### src/rtl/sab_pkg.sv
// ----------------------------------------------------------------------------
// sab_pkg
// Shared types, codes and helpers for the slot availability bitmap.
// ----------------------------------------------------------------------------
package sab_pkg;

  localparam int MODE_W   = 3;
  localparam int IDX_W    = 6;
  localparam int CNT_W    = 7;
  localparam int STATUS_W = 2;
  localparam int BYTE_W   = 8;

  localparam logic [BYTE_W-1:0] TOP_BIT = 8'b1000_0000;

  localparam logic [MODE_W-1:0] MODE_FIND        = 3'd0;
  localparam logic [MODE_W-1:0] MODE_SET_AVAIL   = 3'd1;
  localparam logic [MODE_W-1:0] MODE_SET_UNAVAIL = 3'd2;
  localparam logic [MODE_W-1:0] MODE_ADD         = 3'd3;
  localparam logic [MODE_W-1:0] MODE_LIST        = 3'd4;

  localparam logic [STATUS_W-1:0] ST_OK    = 2'd0;
  localparam logic [STATUS_W-1:0] ST_RANGE = 2'd1;
  localparam logic [STATUS_W-1:0] ST_FULL  = 2'd2;

  typedef enum logic [2:0] {
    S_IDLE,
    S_RMW,
    S_SCAN,
    S_LIST,
    S_EMIT
  } state_t;

  typedef struct packed {
    logic                valid;
    logic [IDX_W-1:0]    found_index;
    logic                found;
    logic [STATUS_W-1:0] status;
    logic [CNT_W-1:0]    slot_count;
    logic                last;
  } beat_t;

  // position of the first set bit counted from the MSB
  function automatic logic [2:0] first_one(input logic [BYTE_W-1:0] m);
    logic [2:0] k;
    logic       hit;
    k   = 3'd0;
    hit = 1'b0;
    for (int i = 0; i < BYTE_W; i++) begin
      if (!hit && m[BYTE_W-1-i]) begin
        k   = 3'(i);
        hit = 1'b1;
      end
    end
    return k;
  endfunction

endpackage

### src/rtl/sab_if.sv
// ----------------------------------------------------------------------------
// sab_if
// Request and result channels of the slot availability bitmap.
// ----------------------------------------------------------------------------
interface sab_in_if;
  import sab_pkg::*;
  logic              valid;
  logic              ready;
  logic [MODE_W-1:0] mode;
  logic [IDX_W-1:0]  slot_index;

  modport source (output valid, mode, slot_index, input ready);
  modport sink   (input valid, mode, slot_index, output ready);
endinterface

interface sab_out_if;
  import sab_pkg::*;
  logic                valid;
  logic                ready;
  logic [IDX_W-1:0]    found_index;
  logic                found;
  logic [STATUS_W-1:0] status;
  logic [CNT_W-1:0]    slot_count;
  logic                last;

  modport source (output valid, found_index, found, status, slot_count, last, input ready);
  modport sink   (input valid, found_index, found, status, slot_count, last, output ready);
endinterface

### src/rtl/sab_ram.sv
// ----------------------------------------------------------------------------
// sab_ram
// Generic single-write, single-read RAM with registered read data.
// ----------------------------------------------------------------------------
module sab_ram #(
  parameter int WIDTH = 8,
  parameter int DEPTH = 8,
  parameter int AW    = (DEPTH > 1) ? $clog2(DEPTH) : 1
) (
  input  logic             clk,
  input  logic             we,
  input  logic [AW-1:0]    waddr,
  input  logic [WIDTH-1:0] wdata,
  input  logic             re,
  input  logic [AW-1:0]    raddr,
  output logic [WIDTH-1:0] rdata
);

  logic [WIDTH-1:0] mem [DEPTH];
  logic [WIDTH-1:0] rdata_r;

  always_ff @(posedge clk) begin
    if (we) begin
      mem[waddr] <= wdata;
    end
    if (re) begin
      rdata_r <= mem[raddr];
    end
  end

  assign rdata = rdata_r;

endmodule

### src/rtl/sab_ctrl.sv
// ----------------------------------------------------------------------------
// sab_ctrl
// Request sequencer: byte-wise bitmap scan, read-modify-write and slot count.
// ----------------------------------------------------------------------------
module sab_ctrl #(
  parameter int MAX_SLOTS = 64,
  parameter int NBYTES    = (MAX_SLOTS + 7) / 8,
  parameter int BAW       = (NBYTES > 1) ? $clog2(NBYTES) : 1
) (
  input  logic            clk,
  input  logic            rst_n,
  sab_in_if.sink          in_ch,
  output sab_pkg::beat_t  emit_o,
  input  logic            emit_ok_i,
  output logic            ram_we,
  output logic [BAW-1:0]  ram_waddr,
  output logic [7:0]      ram_wdata,
  output logic            ram_re,
  output logic [BAW-1:0]  ram_raddr,
  input  logic [7:0]      ram_rdata
);
  import sab_pkg::*;

  localparam logic [CNT_W-1:0] MAX_CNT = CNT_W'(MAX_SLOTS);

  state_t              state_r, state_nxt;
  logic [MODE_W-1:0]   mode_r, mode_nxt;
  logic [IDX_W-1:0]    idx_r, idx_nxt;
  logic [BAW-1:0]      byte_r, byte_nxt;
  logic [BYTE_W-1:0]   mask_r, mask_nxt;
  logic [IDX_W-1:0]    res_idx_r, res_idx_nxt;
  logic                res_found_r, res_found_nxt;
  logic [STATUS_W-1:0] res_status_r, res_status_nxt;
  logic [NBYTES-1:0]   vld_r, vld_nxt;
  logic [CNT_W-1:0]    total_r, total_nxt;

  logic [BYTE_W-1:0]   rbyte, inr, hits, unav, mod_byte, cur_clr;
  logic [CNT_W-1:0]    slot_base;
  logic                last_byte;
  logic [2:0]          fk, lk;
  logic [BAW-1:0]      byte_inc;

  assign rbyte     = vld_r[byte_r] ? ram_rdata : '0;
  assign slot_base = CNT_W'({byte_r, 3'b000});
  assign last_byte = (byte_r == BAW'((total_r - CNT_W'(1)) >> 3));
  assign byte_inc  = byte_r + BAW'(1);
  assign hits      = rbyte & inr;
  assign unav      = ~rbyte & inr;
  assign fk        = first_one(hits);
  assign lk        = first_one(mask_r);
  assign cur_clr   = mask_r & ~(TOP_BIT >> lk);

  always_comb begin
    for (int k = 0; k < BYTE_W; k++) begin
      inr[BYTE_W-1-k] = (slot_base + CNT_W'(k)) < total_r;
    end
  end

  always_comb begin
    unique case (mode_r)
      MODE_SET_AVAIL:   mod_byte = rbyte | (TOP_BIT >> idx_r[2:0]);
      MODE_SET_UNAVAIL: mod_byte = rbyte & ~(TOP_BIT >> idx_r[2:0]);
      default:          mod_byte = rbyte & ~(TOP_BIT >> total_r[2:0]);
    endcase
  end

  always_comb begin
    state_nxt      = state_r;
    mode_nxt       = mode_r;
    idx_nxt        = idx_r;
    byte_nxt       = byte_r;
    mask_nxt       = mask_r;
    res_idx_nxt    = res_idx_r;
    res_found_nxt  = res_found_r;
    res_status_nxt = res_status_r;
    vld_nxt        = vld_r;
    total_nxt      = total_r;
    in_ch.ready    = 1'b0;
    emit_o         = '0;
    ram_we         = 1'b0;
    ram_waddr      = byte_r;
    ram_wdata      = mod_byte;
    ram_re         = 1'b0;
    ram_raddr      = byte_r;

    unique case (state_r)
      S_IDLE: begin
        in_ch.ready = 1'b1;
        if (in_ch.valid) begin
          mode_nxt       = in_ch.mode;
          idx_nxt        = in_ch.slot_index;
          res_idx_nxt    = '0;
          res_found_nxt  = 1'b0;
          res_status_nxt = ST_OK;
          state_nxt      = S_EMIT;
          case (in_ch.mode) inside
            MODE_FIND, MODE_LIST: begin
              if (total_r != '0) begin
                ram_re    = 1'b1;
                ram_raddr = '0;
                byte_nxt  = '0;
                state_nxt = S_SCAN;
              end
            end
            MODE_SET_AVAIL, MODE_SET_UNAVAIL: begin
              if (CNT_W'(in_ch.slot_index) >= total_r) begin
                res_status_nxt = ST_RANGE;
              end else begin
                ram_re    = 1'b1;
                ram_raddr = BAW'(in_ch.slot_index >> 3);
                byte_nxt  = BAW'(in_ch.slot_index >> 3);
                state_nxt = S_RMW;
              end
            end
            MODE_ADD: begin
              if (total_r >= MAX_CNT) begin
                res_status_nxt = ST_FULL;
              end else begin
                ram_re    = 1'b1;
                ram_raddr = BAW'(total_r >> 3);
                byte_nxt  = BAW'(total_r >> 3);
                state_nxt = S_RMW;
              end
            end
            default: ;
          endcase
        end
      end

      S_RMW: begin
        ram_we          = 1'b1;
        vld_nxt[byte_r] = 1'b1;
        if (mode_r == MODE_ADD) begin
          total_nxt = total_r + CNT_W'(1);
        end
        state_nxt = S_EMIT;
      end

      S_SCAN: begin
        if (mode_r == MODE_FIND) begin
          if (hits != '0) begin
            res_idx_nxt   = IDX_W'(slot_base + CNT_W'(fk));
            res_found_nxt = 1'b1;
            state_nxt     = S_EMIT;
          end else if (last_byte) begin
            state_nxt = S_EMIT;
          end else begin
            ram_re    = 1'b1;
            ram_raddr = byte_inc;
            byte_nxt  = byte_inc;
          end
        end else begin
          mask_nxt = unav;
          if (unav != '0) begin
            state_nxt = S_LIST;
          end else if (last_byte) begin
            state_nxt = S_EMIT;
          end else begin
            ram_re    = 1'b1;
            ram_raddr = byte_inc;
            byte_nxt  = byte_inc;
          end
        end
      end

      S_LIST: begin
        // one slot held back so the final beat can carry last
        if (!res_found_r || emit_ok_i) begin
          if (res_found_r) begin
            emit_o.valid       = 1'b1;
            emit_o.found_index = res_idx_r;
            emit_o.found       = 1'b1;
            emit_o.status      = ST_OK;
            emit_o.slot_count  = total_r;
            emit_o.last        = 1'b0;
          end
          res_idx_nxt   = IDX_W'(slot_base + CNT_W'(lk));
          res_found_nxt = 1'b1;
          mask_nxt      = cur_clr;
          if (cur_clr == '0) begin
            if (last_byte) begin
              state_nxt = S_EMIT;
            end else begin
              ram_re    = 1'b1;
              ram_raddr = byte_inc;
              byte_nxt  = byte_inc;
              state_nxt = S_SCAN;
            end
          end
        end
      end

      S_EMIT: begin
        if (emit_ok_i) begin
          emit_o.valid       = 1'b1;
          emit_o.found_index = res_idx_r;
          emit_o.found       = res_found_r;
          emit_o.status      = res_status_r;
          emit_o.slot_count  = total_r;
          emit_o.last        = 1'b1;
          state_nxt          = S_IDLE;
        end
      end

      default: state_nxt = S_IDLE;
    endcase
  end

  always_ff @(posedge clk) begin
    if (!rst_n) begin
      state_r <= S_IDLE;
      vld_r   <= '0;
      total_r <= '0;
    end else begin
      state_r <= state_nxt;
      vld_r   <= vld_nxt;
      total_r <= total_nxt;
    end
  end

  always_ff @(posedge clk) begin
    mode_r       <= mode_nxt;
    idx_r        <= idx_nxt;
    byte_r       <= byte_nxt;
    mask_r       <= mask_nxt;
    res_idx_r    <= res_idx_nxt;
    res_found_r  <= res_found_nxt;
    res_status_r <= res_status_nxt;
  end

endmodule

### src/rtl/sab_out_stage.sv
// ----------------------------------------------------------------------------
// sab_out_stage
// Result register between the sequencer and the result channel.
// ----------------------------------------------------------------------------
module sab_out_stage (
  input  logic           clk,
  input  logic           rst_n,
  input  sab_pkg::beat_t emit_i,
  output logic           emit_ok_o,
  sab_out_if.source      out_ch
);
  import sab_pkg::*;

  logic                vld_r, vld_nxt;
  logic [IDX_W-1:0]    idx_r;
  logic                found_r;
  logic [STATUS_W-1:0] status_r;
  logic [CNT_W-1:0]    count_r;
  logic                last_r;

  assign emit_ok_o = !vld_r || out_ch.ready;

  always_comb begin
    vld_nxt = vld_r;
    if (emit_i.valid) begin
      vld_nxt = 1'b1;
    end else if (out_ch.ready) begin
      vld_nxt = 1'b0;
    end
  end

  always_ff @(posedge clk) begin
    if (!rst_n) begin
      vld_r <= 1'b0;
    end else begin
      vld_r <= vld_nxt;
    end
  end

  always_ff @(posedge clk) begin
    if (emit_i.valid) begin
      idx_r    <= emit_i.found_index;
      found_r  <= emit_i.found;
      status_r <= emit_i.status;
      count_r  <= emit_i.slot_count;
      last_r   <= emit_i.last;
    end
  end

  assign out_ch.valid       = vld_r;
  assign out_ch.found_index = idx_r;
  assign out_ch.found       = found_r;
  assign out_ch.status      = status_r;
  assign out_ch.slot_count  = count_r;
  assign out_ch.last        = last_r;

endmodule

### src/rtl/slot_availability_bitmap_top.sv
// ----------------------------------------------------------------------------
// slot_availability_bitmap_top
// Slot availability bitmap: find, set, add and list over a byte-wide RAM.
//
//   channel  dir  payload
//   in_ch    in   mode, slot_index
//   out_ch   out  found_index, found, status, slot_count, last
//
// Set and add: RAM read, write back, result beat.
// Refused set or add, unused mode: accept, result beat.
// Find: one bitmap byte per cycle from the RAM port.
// List: as find, plus one result beat per unavailable slot.
// Reset clears the bitmap at once through per-byte valid flags.
// A stalled result beat holds the list scan; a new request is taken when idle.
// ----------------------------------------------------------------------------
module slot_availability_bitmap_top #(
  parameter int MAX_SLOTS = 64
) (
  input logic       clk,
  input logic       rst_n,
  sab_in_if.sink    in_ch,
  sab_out_if.source out_ch
);
  import sab_pkg::*;

  localparam int NBYTES = (MAX_SLOTS + 7) / 8;
  localparam int BAW    = (NBYTES > 1) ? $clog2(NBYTES) : 1;

  beat_t             emit;
  logic              emit_ok;
  logic              ram_we;
  logic [BAW-1:0]    ram_waddr;
  logic [BYTE_W-1:0] ram_wdata;
  logic              ram_re;
  logic [BAW-1:0]    ram_raddr;
  logic [BYTE_W-1:0] ram_rdata;

  sab_ctrl #(
    .MAX_SLOTS (MAX_SLOTS),
    .NBYTES    (NBYTES),
    .BAW       (BAW)
  ) u_ctrl (
    .clk       (clk),
    .rst_n     (rst_n),
    .in_ch     (in_ch),
    .emit_o    (emit),
    .emit_ok_i (emit_ok),
    .ram_we    (ram_we),
    .ram_waddr (ram_waddr),
    .ram_wdata (ram_wdata),
    .ram_re    (ram_re),
    .ram_raddr (ram_raddr),
    .ram_rdata (ram_rdata)
  );

  sab_ram #(
    .WIDTH (BYTE_W),
    .DEPTH (NBYTES),
    .AW    (BAW)
  ) u_bitmap (
    .clk   (clk),
    .we    (ram_we),
    .waddr (ram_waddr),
    .wdata (ram_wdata),
    .re    (ram_re),
    .raddr (ram_raddr),
    .rdata (ram_rdata)
  );

  sab_out_stage u_out (
    .clk       (clk),
    .rst_n     (rst_n),
    .emit_i    (emit),
    .emit_ok_o (emit_ok),
    .out_ch    (out_ch)
  );

endmodule

### src/flat_wrapper.sv
// flat-port wrapper written by rule: the top's interface ports become plain ports
module slot_availability_bitmap_top_flat import sab_pkg::*;
#(
  parameter int MAX_SLOTS = 64
)
  (clk, rst_n, in_ch_valid, in_ch_mode, in_ch_slot_index, in_ch_ready, out_ch_valid, out_ch_found_index, out_ch_found, out_ch_status, out_ch_slot_count, out_ch_last, out_ch_ready);
  sab_in_if in_ch_i ();
  sab_out_if out_ch_i ();
  input logic clk;
  input logic rst_n;
  input wire logic [$bits(in_ch_i.valid)-1:0] in_ch_valid;
  input wire logic [$bits(in_ch_i.mode)-1:0] in_ch_mode;
  input wire logic [$bits(in_ch_i.slot_index)-1:0] in_ch_slot_index;
  output wire logic [$bits(in_ch_i.ready)-1:0] in_ch_ready;
  output wire logic [$bits(out_ch_i.valid)-1:0] out_ch_valid;
  output wire logic [$bits(out_ch_i.found_index)-1:0] out_ch_found_index;
  output wire logic [$bits(out_ch_i.found)-1:0] out_ch_found;
  output wire logic [$bits(out_ch_i.status)-1:0] out_ch_status;
  output wire logic [$bits(out_ch_i.slot_count)-1:0] out_ch_slot_count;
  output wire logic [$bits(out_ch_i.last)-1:0] out_ch_last;
  input wire logic [$bits(out_ch_i.ready)-1:0] out_ch_ready;
  assign in_ch_i.valid = in_ch_valid;
  assign in_ch_i.mode = in_ch_mode;
  assign in_ch_i.slot_index = in_ch_slot_index;
  assign in_ch_ready = in_ch_i.ready;
  assign out_ch_valid = out_ch_i.valid;
  assign out_ch_found_index = out_ch_i.found_index;
  assign out_ch_found = out_ch_i.found;
  assign out_ch_status = out_ch_i.status;
  assign out_ch_slot_count = out_ch_i.slot_count;
  assign out_ch_last = out_ch_i.last;
  assign out_ch_i.ready = out_ch_ready;
  slot_availability_bitmap_top #(.MAX_SLOTS(MAX_SLOTS)) u_core (.clk(clk), .rst_n(rst_n), .in_ch(in_ch_i), .out_ch(out_ch_i));
endmodule
### config.mk
export PLATFORM = sky130hd
export DESIGN_NAME = slot_availability_bitmap_top_flat
export DESIGN_NICKNAME = d
export VERILOG_FILES = /design/src/rtl/sab_pkg.sv /design/src/rtl/sab_if.sv /design/src/rtl/sab_ram.sv /design/src/rtl/sab_ctrl.sv /design/src/rtl/sab_out_stage.sv /design/src/rtl/slot_availability_bitmap_top.sv /design/src/flat_wrapper.sv
export SDC_FILE = /design/constraint.sdc
export NUM_CORES = 1
export LEC_CHECK = 0
export BUFFER_PORTS_ARGS = -buffer_cell sky130_fd_sc_hd__buf_2
export CORE_AREA = 2 2 146 148
export CTS_BUF_LIST = sky130_fd_sc_hd__clkbuf_8
export CTS_CLUSTER_DIAMETER = 100
export DETAILED_ROUTE_END_ITERATION = 8
export DIE_AREA = 0 0 148 150
export SETUP_SLACK_MARGIN = 0.05
export SYNTH_ARGS = -nofsm -noshare
export SYNTH_HDL_FRONTEND = slang
export SYNTH_SLANG_ARGS = --single-unit
### constraint.sdc
create_clock -name clk -period 3.8 [get_ports clk]
set_input_delay 0.19 -clock clk [delete_from_list [all_inputs] [get_ports clk]]
set_output_delay 0.19 -clock clk [all_outputs]
set_load 0.01 [all_outputs]
Yosys cells after proc, flatten, opt, wreduce, memory -nomap -nowiden
Memory sizes are Yosys's and may differ from the RTL's. A register that Yosys moved wholly into a read port is not among the register bits.
Index checks and enable logic that the tools add are counted.
- register bits after elaboration: 62
- bits in writable memories: 64
- output and inout port bits: 19
- memories kept: 1
- memory list (memory ; depth ; width ; rd ports ; clocked after memory_dff ; wr ports ; RTL line ; text):
    u_core.u_bitmap.mem ; 8 ; 8 ; 1 ; 1 ; 1 ; sab_ram.sv:19 ; logic [WIDTH-1:0] mem [DEPTH];
- add/sub/neg operators: 12
- $lt $le $gt $ge: 12
- equal/unequal tests: 19
- shift operators: 3
- multiplexer cells: 105
- bitwise operators: 11
- reductions and logical operators: 50
- operators with widths (cell ; count):
    $mux 3 ; 36
    $mux 18 ; 3
    $lt 7x7->1 ; 7
    $mux 1 ; 42
    $and 8x8->8 ; 5
    $pmux 18 s2 ; 1
    $not 8->8 ; 4
    $pmux 8 s2 ; 2
    $add 6x3->7 const B ; 4
    $mux 6 ; 4
    $mux 8 ; 3
    $shr 8x3->8 const A ; 3
    $eq 3x2->1 const B ; 6
    $pmux 6 s3 ; 1
    $logic_not 1->1 ; 16
    $or 8x8->8 ; 2
    $reduce_bool 8->1 ; 2
    $logic_and 1x1->1 ; 15
    $pmux 3 s5 ; 1
    $add 6x2->7 const B ; 2
    $mux 2 ; 7
    $ne 2x2->1 const B ; 7
    $add 6x3->6 ; 2
    $eq 3x1->1 const B ; 3
    26 further kinds ; 34

Longest topological paths before layout
- depth after elaboration: 30
- gate-level depth with buffers: 15
- mapped depth without buffers: 12

By module
A second synthesis with hierarchy kept.
- cell total of the unflattened synthesis: 595
- area total of the unflattened synthesis: 7055.5 µm²
- by module, submodules not included (module ; instances ; cells each ; area an instance (µm²)):
    sab_ctrl ; 1 ; 460 ; 3724.8
    sab_ram ; 1 ; 114 ; 2771.4
    sab_out_stage ; 1 ; 21 ; 559.3

Least setup slack after synthesis
OpenSTA, ideal clock, no wires.
- path kind: reg-to-reg
- start point: register u_core.u_ctrl.total_r[1]
- end point: register u_core.u_bitmap.rdata_r[1], in the netlist u_core.u_bitmap.rdata[1] (read register of u_core.u_bitmap.mem) (data pin)
- arrival: 3.430 ns
- setup slack: 0.091 ns
- cell stages (with the launch flop): 15
- buffers on the path: 2
- clock period less this slack: 3.709 ns
- path through: dfxtp_1 clkbuf_1 inv_1 ha_1 nor3b_1 or4_4 a31oi_4 nand2_2 nand4_1 mux2_1 nor3_4 buf_8 mux2_1 o22ai_1 a211oi_1
- cells in the longest elaborated chain, start to end: 7
- elaborated cells on any way between the ends: 45
- those cells by class: 1 x add/sub; 10 x order compare; 1 x eq/ne; 28 x mux; 2 x bitwise; 3 x reduce/logical
- ends and longest elaborated chain (item ; RTL line ; text):
    start: declaration ; sab_ctrl.sv:35 ; logic [CNT_W-1:0] total_r, total_nxt;
    start signal: assignment ; sab_ctrl.sv:217 ; total_r <= total_nxt;
    $ge 7x7->1 ; sab_ctrl.sv:116 ; if (total_r >= MAX_CNT) begin
    $mux 3 / $mux 1 (equally long branches) (4 in series) ; - ;
    $mux 3 / $mux 1 (equally long branches) ; sab_ctrl.sv:89 ; if (in_ch.valid) begin
    $pmux 3 s3 / $pmux 1 s3 (equally long branches) ; sab_ctrl.sv:86 ; unique case (state_r)
    end: declaration ; sab_ram.sv:20 ; logic [WIDTH-1:0] rdata_r;
Several ways; a longest one is shown, not always the timed one.
A chain may end at the register's enable or synchronous reset.

Worst setup path in the final report
- start point: register u_core.u_ctrl.byte_r[1], in the netlist u_core.u_ctrl.ram_waddr[1]
- end point: register u_core.u_bitmap.rdata_r[5], in the netlist u_core.u_bitmap.rdata[5] (read register of u_core.u_bitmap.mem) (data pin)
- cells in the longest elaborated chain, start to end: 9
- elaborated cells on any way between the ends: 46
- those cells by class: 8 x add/sub; 8 x order compare; 1 x eq/ne; 24 x mux; 3 x bitwise; 2 x reduce/logical
- ends and longest elaborated chain (item ; RTL line ; text):
    start: declaration ; sab_ctrl.sv:29 ; logic [BAW-1:0] byte_r, byte_nxt;
    start signal: assignment ; sab_ctrl.sv:224 ; byte_r <= byte_nxt;
    parallel branches: the longest is 9 deep, another holds $add 6x3->7 ; - ;
Parallel ways; which one is timed is not known. The select of a mux whose other input is x is not followed.

==> qor.txt <==
CTS sink cnt -> 134
Total GRT Usage -> 0.1726
Hold Violations, Final -> 0
Number of CTS-inserted buffers -> 17
Drt via density -> 5.518
CTS tree -> done
Core area -> 20,690 um2
Top Ports -> 32
Syn_nets -> 658
Most frequent CP cell -> buf_12
Outcome -> completed
Area Growth Syn to Fin -> 21.85%
Worst EP required -> 3.99 ns
Critical path class -> reg -> reg
Fmax -> 272.6 MHz
Crit. End Element -> register
Largest net degree at the start of global routing -> 20
Routed wire length per instance -> 19.24 um
H-tree Lvls -> 4
First-pass GRT wire length -> 29,140 um
Placement row count -> 53
Slew @ Worst Pin -> 1.058 ns
Asr flop ratio synth -> 0
Syn avg cell area -> 11.31 um2
Max-capacitance violation count -> 0
Final period util -> 0.9654
Initial antenna violation count -> 0
Remaining DRCs -> 0
Hold Path Class -> in -> reg
Gr busiest metal -> met2
RD Place Congestion -> 0.8743
Met3 GRT Util -> 0.04238
Clock transition at path regs -> 0.10 ns
Met1 GRT Util -> 0.2157
Slowest stage delay, CP -> 0.39 ns
Seq/Total Area, Yosys -> 0.5364
Crit-path slowest cell -> dfxtp_1
DP HPWL -> 13,440 um
Worst-path cell chain -> buf_4, mux2i_1, o32a_1, o211ai_2, o221a_2, nand4_1, mux2_2, nor3_4, buf_12, buf_12, mux2_1, o22ai_2, a211oi_1
DRT iter0 DRCs -> 493
Clock root buffer -> clkbuf_8
Cells after Synth -> 627
Setup TNS -> 0 ns
WP buf/inv -> 3
Slew Viols, Final -> 0
Crit path max fanout -> 17
Yosys warns -> 0
Die width -> 148 um
IO buf count -> 31
Cell family with most CP delay -> compound AO/OA/AOI/OAI gates
Grt total ovfl -> 0
Post-DRT Antenna Nets -> 0
RSZ-0062 raised after global routing -> true
P per Cell Area -> 523.6 nW/um2
Die Area -> 22,200 um2
Chip height -> 150 um
# fillers -> 1,955
Vias in the first global route -> 5,284
Clock skew -> 0.01754 ns
Global routing met2 resource utilization -> 0.2977
Crit path arrival time -> 3.85 ns
Relative slew slack -> 0.2920
DR vias -> 5,485
Fraction of layout cells with a size suffix above 1 -> 0.2392
Setup crit start kind -> register
Synth Flop Type -> edfxtp_1
Fin crit period -> 3.668 ns
Final wirelength -> 19,130 um
Final Core Density -> 0.4176
ANT cells -> 0
Clock tree buffer depth -> 2
Number of flops mapped to enable cells by yosys -> 112
Leakage -> 3.031 nW
Distinct cells, synth -> 86
Synth Register Bits -> 134
Maximum resistive drop on vdd -> 0.0002778 V
Cell Area, Synth -> 7091 um2
DRT Pass-1 Iters -> 7
Clk_lat worst skew -> 0.47 ns
Starting Density -> 0.3427
Final setup viols -> 0
Fin nets -> 737
==> path summary, 6_finish.rpt <==
kind | start | cells past startpoint | slack [ns] | to
worst min register to register | u_core.u_ctrl.vld_r[0] | 1 | 0.47 | u_core.u_ctrl.vld_r[0]
worst max register to register | u_core.u_ctrl.ram_waddr[1] | 13 | 0.13 | u_core.u_bitmap.rdata[5]
worst max-delay path | u_core.u_ctrl.ram_waddr[1] | 13 | 0.13 | u_core.u_bitmap.rdata[5]
worst min-delay path | in_ch_mode[2] | 1 | 0.04 | u_core.u_ctrl.mode_r[2]
==> synth_stat cells (all sizes together), types with 3 or more instances <==
cell type / instances / area, um2
xnor2: 9 / 78.83
inv: 17 / 63.81
and3: 4 / 25.02
nand2: 50 / 190.2
and2: 31 / 193.9
a222oi: 6 / 60.06
a221oi: 3 / 26.28
mux2: 17 / 191.4
dfxtp: 22 / 440.4
mux2i: 13 / 130.1
nor2b: 10 / 62.56
edfxtp: 112 / 3363
nand4: 6 / 37.54
nand3b: 5 / 37.54
o31a: 3 / 26.28
o22ai: 13 / 81.33
ha: 18 / 225.2
or2: 3 / 18.77
a21oi: 22 / 110.1
a21o: 3 / 22.52
a21boi: 4 / 30.03
o211ai: 8 / 70.06
a2111oi: 8 / 75.07
a211oi: 18 / 145.1
o21ai: 24 / 120.1
nor3: 20 / 116.4
o31ai: 3 / 22.52
nor3b: 6 / 45.04
nor2: 42 / 165.2
a22o: 3 / 26.28
nand3: 14 / 70.07
a31oi: 6 / 52.55
clkbuf: 20 / 75.07
o21a: 10 / 75.07
buf: 14 / 106.3
nand2b: 7 / 43.79
or3: 7 / 46.29
==> per-layer routing <==
layer,part of all wire,vias to the layer above
met4,0.020,0
met3,0.052,28
met1,0.43,2681
met5,0,-
li1,-,2578
met2,0.50,198
==> report_power, final <==
group          internal (mW)  switching [mW]  leakage (nW)  total [mW]
Combinational          0.658           0.833          1.61        1.49
Sequential              1.67          0.0418          1.20        1.71
Clock                  0.628           0.692         0.223        1.32
Total                   2.96            1.57          3.03        4.52
==> timing repair <==
action | CTS | global route
setup buffers | 2 | 12
endpoints found under the setup margin | 8 | 8
gates cloned | 1 | 1
resized for setup | 6 | 37
hold endpoints to repair | 3 | 0
hold buffers | 3 | 0
pin swaps | 2 | 6
==> area by class of cell <==
class / count / area (um2) / area share
Tap cell: 275 / 344.1 / 0.03983
Multi-Input combinational cell: 440 / 3261 / 0.3774
Sequential cell: 134 / 3804 / 0.4403
Clock buffer: 17 / 234.0 / 0.02708
Timing Repair Buffer: 94 / 715.7 / 0.08284
Clock inverter: 15 / 203.9 / 0.02361
Inverter: 19 / 77.57 / 0.008979
==> registers in the layout, summed over array words and instances (netlist names) <==
| register | count |
|---|---|
| u_core.u_out.out_ch.status | 2 |
| u_core.u_ctrl.ram_waddr | 3 |
| u_core.u_out.out_ch.found_index | 6 |
| u_core.u_ctrl.mask_r | 8 |
| u_core.u_out.out_ch.slot_count | 7 |
| u_core.u_out.out_ch.valid | 1 |
| u_core.u_ctrl.total_r | 7 |
| u_core.u_bitmap.rdata | 8 |
| u_core.u_ctrl.state_r | 3 |
| u_core.u_out.out_ch.found | 1 |
| u_core.u_bitmap.mem | 64 |
| u_core.u_ctrl.mode_r | 3 |
| u_core.u_ctrl.idx_r | 3 |
| u_core.u_ctrl.res_idx_r | 6 |
| u_core.u_ctrl.vld_r | 8 |
| u_core.u_ctrl.res_found_r | 1 |
| u_core.u_ctrl.res_status_r | 2 |
| u_core.u_out.out_ch.last | 1 |
==> cell families (layout without fill, tap and decap cells) <==
group,after synthesis,in the layout,synth area share
compound gates,160,160,0.1673
xor+xnor,11,11,0.01359
fa+ha+maj,20,20,0.03476
buf+inv,53,145,0.03564
flops,134,134,0.5364
mux,30,30,0.04535
simple gates,219,219,0.1669
==> through the flow <==
step	worst slack [ns]	hold WS (ns)	total power, mW	std cells	instance area (um2)
6_report	0.1315	0.04467	4.524	994	8640
3_5_place_dp	-0.1659	0.3900	2.882	943	7755
3_3_place_gp	-0.06661	0.3848	2.860	943	7755
2_1_floorplan	0.09140	0.2889	2.534	627	7091
4_1_cts	0.05578	0.007333	4.255	981	8302
5_1_grt	-0.03545	0.03018	4.724	994	8640
==> layout by cell type (no fill, tap or decap), drive strengths merged, types with 4 or more instances in the layout <==
cell type / instances
nand2: 50
or3: 7
clkinv: 5
and3: 4
edfxtp: 112
mux2: 17
nand3b: 5
nand4: 6
a2111oi: 8
and2: 31
nor3b: 6
o21a: 10
o22ai: 13
nand3: 14
a31oi: 6
nor3: 20
inv: 26
nand2b: 7
clkbuf: 18
ha: 18
xnor2: 9
o211ai: 8
buf: 89
nor2: 42
o21ai: 24
a222oi: 6
mux2i: 13
nor2b: 10
a211oi: 18
a21boi: 4
dfxtp: 22
a21oi: 22
(Power assumes the default switching activity.)
